<file path="config.mk">
export PLATFORM = sky130hd
export DESIGN_NAME = lus_pos_mem
export DESIGN_NICKNAME = d
export VERILOG_FILES = /design/src/rtl/core/assert_macros.svh /design/src/rtl/core/lus_pkg.sv /design/src/rtl/core/lus_pos_mem.sv
export SDC_FILE = /design/constraint.sdc
export NUM_CORES = 2
export LEC_CHECK = 0
export ABC_AREA = 1
export BUFFER_PORTS_ARGS = -buffer_cell sky130_fd_sc_hd__buf_2
export CAP_MARGIN = 10
export CORE_ASPECT_RATIO = 0.5
export CORE_MARGIN = 1
export CORE_UTILIZATION = 43
export CTS_CLUSTER_DIAMETER = 200
export DETAILED_ROUTE_END_ITERATION = 12
export PLACE_DENSITY = 0.63
export SETUP_SLACK_MARGIN = 0.05
export SLEW_MARGIN = 20
export SYNTH_ARGS = -nofsm -noshare
export SYNTH_HDL_FRONTEND = slang
export SYNTH_SLANG_ARGS = --single-unit
</file>
<file path="constraint.sdc">
create_clock -name clk -period 2.03 [get_ports clk]
set_input_delay 0.1015 -clock clk [delete_from_list [all_inputs] [get_ports clk]]
set_output_delay 0.1015 -clock clk [all_outputs]
set_load 0.01 [all_outputs]
</file>
<file path="src/rtl/core/assert_macros.svh">
// ----------------------------------------------------------------------------
// assert_macros
// Assertion helpers shared by the core RTL.
// ----------------------------------------------------------------------------
`ifndef ASSERT_MACROS_SVH
`define ASSERT_MACROS_SVH

// Check a property on every rising clock edge, held off while reset is low.
`define ASSERT_CLK(label, clk, rst_n, prop, msg) \
  label: assert property (@(posedge clk) disable iff (!rst_n) prop) else $error(msg);

// Check an implication on every rising clock edge, held off while reset is low.
`define ASSERT_IMPL(label, clk, rst_n, ante, cons, msg) \
  label: assert property (@(posedge clk) disable iff (!rst_n) (ante) |-> (cons)) \
    else $error(msg);

`endif

</file>
<file path="src/rtl/core/lus_pkg.sv">
// ----------------------------------------------------------------------------
// lus_pkg
// Shared constants for the longest unique substring core.
// ----------------------------------------------------------------------------
package lus_pkg;

  localparam int BYTE_W            = 8;
  localparam int SYMBOL_COUNT      = 256;
  localparam int SYM_W             = $clog2(SYMBOL_COUNT);
  localparam int MAX_STRING_LENGTH = 65536;
  localparam int POS_W_DEFAULT     = $clog2(MAX_STRING_LENGTH);

endpackage

</file>
<file path="src/rtl/core/lus_pos_mem.sv">
// ----------------------------------------------------------------------------
// lus_pos_mem
// Last-position table: one write port, one read port, registered read data.
// ----------------------------------------------------------------------------
module lus_pos_mem #(
  parameter int DEPTH = lus_pkg::SYMBOL_COUNT,
  parameter int WIDTH = lus_pkg::POS_W_DEFAULT
) (
  input  logic                     clk,
  input  logic                     wr_en,
  input  logic [$clog2(DEPTH)-1:0] wr_addr,
  input  logic [WIDTH-1:0]         wr_data,
  input  logic                     rd_en,
  input  logic [$clog2(DEPTH)-1:0] rd_addr,
  output logic [WIDTH-1:0]         rd_data_r
);

  logic [WIDTH-1:0] mem [DEPTH];

  always_ff @(posedge clk) begin
    if (wr_en) begin
      mem[wr_addr] <= wr_data;
    end
  end

  always_ff @(posedge clk) begin
    if (rd_en) begin
      rd_data_r <= mem[rd_addr];
    end
  end

endmodule

</file>
# After elaboration in Yosys (flattened, before gate mapping)
# Memory sizes are Yosys's and may differ from the RTL's. A register that Yosys moved wholly into a read port is not among the register bits.
# Cells that the tools add are included.
[word_totals]
regBits = 0
ramBits = 4096
input_bits = 35
memories = 1
[op_classes]
muxes = 2
[mem_list]
columns = ["name", "words", "width", "read_ports", "rd_ports_with_merged_regs", "write_ports", "line_no", "text"]
rows = [
  ["mem", 256, 16, 1, 1, 1, "lus_pos_mem.sv:18", "logic [WIDTH-1:0] mem [DEPTH];"],
]
[ops]
columns = ["op", "count"]
rows = [
  ["1-bit two-way mux", 2],
]

# Depth between registers and ports, before layout
[logic_depth]
word_depth = 2
depth_mapped = 15
ltp_nobuf = 11

# Worst setup path before layout
# No wires, ideal clock.
[synth_path]
path_kind = "in2reg"
start = "input wr_en"
end = "memory mem[164][0] (netlist bit), enable pin"
arrival_time_ns = 1.554
required_ns = 1.642
setup_slack_ns = 0.088
cell_stages = 4
path_buffers = 2
path_cell_list = "clkbuf_1 -> nand3_1 -> clkbuf_1 -> nor2_1"
[synth_via]
elab_chain_len = 2
[synth_rtl]
columns = ["element", "line_no", "text"]
rows = [
  ["start, declared", "lus_pos_mem.sv:10", "input logic wr_en,"],
  ["1-bit two-way mux", "lus_pos_mem.sv:21", "if (wr_en) begin"],
  ["1-bit two-way mux (not written as such)", "lus_pos_mem.sv:22", "mem[wr_addr] <= wr_data;"],
  ["end, declared", "lus_pos_mem.sv:18", ""],
]
# No other way between the ends.

==> results.yml <==
min_path:
  hold_path.class: "input pin to flip-flop"
floorplan:
  dieWidth_um: 880
  dieArea_um2: 388000
  io_pins: 51
  row_count: 160
  coreArea_um2: 382000
  start_util_pct: 43.4
  die_y_um: 441
global_routing:
  antenna_found_initial: 36
  grt_max_degree: 87
  grt_overflow_total: 0
  grt.total_usage_pct: 25.0
  grt_pass1_vias: 106000
  grt_pass1_wl_mm: 724
layout:
  nets: 14400
  utilization_pct: 51.2
  instances_no_fill: 19800
  final_area_um2: 196000
  drive_above_1_share_pct: 13.5
  area_delta_synth_final_pct: 17.9
synth:
  synth.top_cell.area_share_pct: 74.4
  syn_nets: 13700
  synth.largest_area_cell: "edfxtp_1"
  yosys.cell_types.count: 14
  ys_top_cells_by_area: "edfxtp_1, nand3_1, nand2_1"
  yosys_warnings: 0
  avgSynthCellArea_um2: 12.2
  yosysSeqAreaShare_pct: 74.4
  syn_inst: 13600
  ys_ff_latch: 4112
  synth_area_um2: 166000
sta:
  finalWorstSetupSlack_ns: 0.0426
  setup_violations: 0
  maxSlewViolCount: 0
  timing.final.crit_period_ns: 1.99
  fin_worst_skew_ns: 0.0669
  tightest_slew_ns: 0.947
  rsz0062_at_grt: "yes"
  hold_viol_final: 0
  timing.final.crit_share_pct: 97.9
  fmax_mhz: 503
  max_slew_margin_pct: 36.8
clock_network:
  htreeDepth: 5
  cts_tree: "yes"
  cts_max_path_buffers: 4
  clk_latency_ns: 0.96
  root_buffer: "clkbuf_16"
  cts_sinks: 4112
  postCtsSetupBuffers: 0
  clkTransAtPathRegs_ns: 0.07
  cts_made_buffers: 372
routing:
  wire_per_inst_um: 25.1
  routed_wl_mm: 497
  vias_per_cell: 5.71
  antenna_left: 0
  via_count: 113000
  drcViolationCount: 0
  drt_pass1_iterations: 9
  first_iter_violations: 15600
placement:
  pre_cts_slack_ns: -0.845
  io_buffers: 50
  placed_cell_area_um2: 183000
  place_congestion: 0.917
  hpwl_mm: 311
  post-place-cells: 19100
setup_path:
  cp.arrival_ns: 2.70
  worstPathRequired_ns: 2.74
  startpoint_type: "flip-flop"
  path_max_fanout: 1
  setup.worst_path.class: "flip-flop to flip-flop"
  rrSetupSlack_ns: 0.04
  cp-end-kind: "flip-flop"
flow_run:
  maxCapViolations: 0
pwr:
  vdd.ir_drop.worst_v: 0.000728
  p_leak_nw: 69.0
  powerDensity_nw_per_um2: 904
outcome:
  status: "finished, final reports clean"
[through the flow]
stage          hold WS (ns)  total power (W)  TNS [ns]
6_report             0.0310            0.177         0
5_1_grt              0.0591            0.181         0
4_1_cts              -0.298            0.177         0
3_5_place_dp          0.440            0.108    -10.44
3_3_place_gp          0.441            0.108    -10.41
2_1_floorplan         0.200            0.101         0
[final timing paths]
| path | cells past startpoint | end | from |
|---|---|---|---|
| worst min register to register | 10 | rd_data_r[15] | mem[28][15] |
| worst min-delay path | 6 | mem[243][7] | wr_addr[6] |
| worst max-delay path | 10 | rd_data_r[12] | mem[190][12] |
| worst max register to register | 10 | rd_data_r[12] | mem[190][12] |
[sequential cells by signal (all words and copies together) (netlist names)]
register   cells
rd_data_r     16
mem         4096
[layout by cell type (no fill, tap or decap), types with 70 or more instances in the layout]
master     netlist  routed
nand3_2          0      94
buf_12           1     470
edfxtp_1      4112    4112
nand2_1       4211    4194
nor2_1         283     237
buf_4          163     747
clkbuf_1       154      70
clkinv_1         0      80
clkbuf_16        0     379
nand3_1       4035    3921
clkinv_2         0      77
[timing repair]
item	4_1_cts	5_1_grt
setup endpoints to repair	14	520
resized for setup	44	131
hold buffers	23	1
hold endpoints to repair	4189	16
pin swaps	0	4
[synthesized netlist by cell type]
library cell and n:
inv_2 2, nand3_1 4035, buf_2 495, buf_6 53, buf_1 70, buf_12 1, nor2_1 283, nand2_1 4211
buf_8 1, inv_4 2, edfxtp_1 4112, inv_1 35, buf_4 163, clkbuf_1 154
[power breakdown]
part	leakage (nW)	total (W)	switching, W	internal (W)
Sequential	37.0	0.0937	0.000120	0.0936
Combinational	26.3	0.0131	0.00911	0.00397
Clock	5.76	0.0701	0.0320	0.0381
Total	69.0	0.177	0.0412	0.136
[cell families after synthesis]
| family | synth area share, % |
|---|---|
| buffers and inverters | 3.21 |
| flip-flops | 74.4 |
| AND/OR/NAND/NOR | 22.3 |
[worst max-delay path, cell delays in order, from the launching register on]
cell and delay, ns:
edfxtp_1 0.37, nand2_1 0.09, nand3_1 0.07, nand3_1 0.17
nand3_1 0.11, nand3_1 0.15, nand3_2 0.23, nand3_1 0.26
nand2_1 0.16, nand2_1 0.11, nand2_1 0.06
[area by class of cell]
class                           count  area, um^2
Clock buffer                      449        9750
Tap cell                         5103        6380
Fill cell                       31900      186000
Timing Repair Buffer             1298       15800
Inverter                           39         199
Antenna cell                        6        15.0
Multi-Input combinational cell   8529       38000
Clock inverter                    217        2000
Sequential cell                  4112      123000
[layer usage]
layer	up-vias	global-route usage, %	part of all wire [%]
li1	50200	-	-
met1	55700	36.2	41
met2	5983	38.2	45
met3	913	4.66	11
met4	6	8.71	3.7
met5	-	0	0.0085
Power figures use the tool's default switching activity.
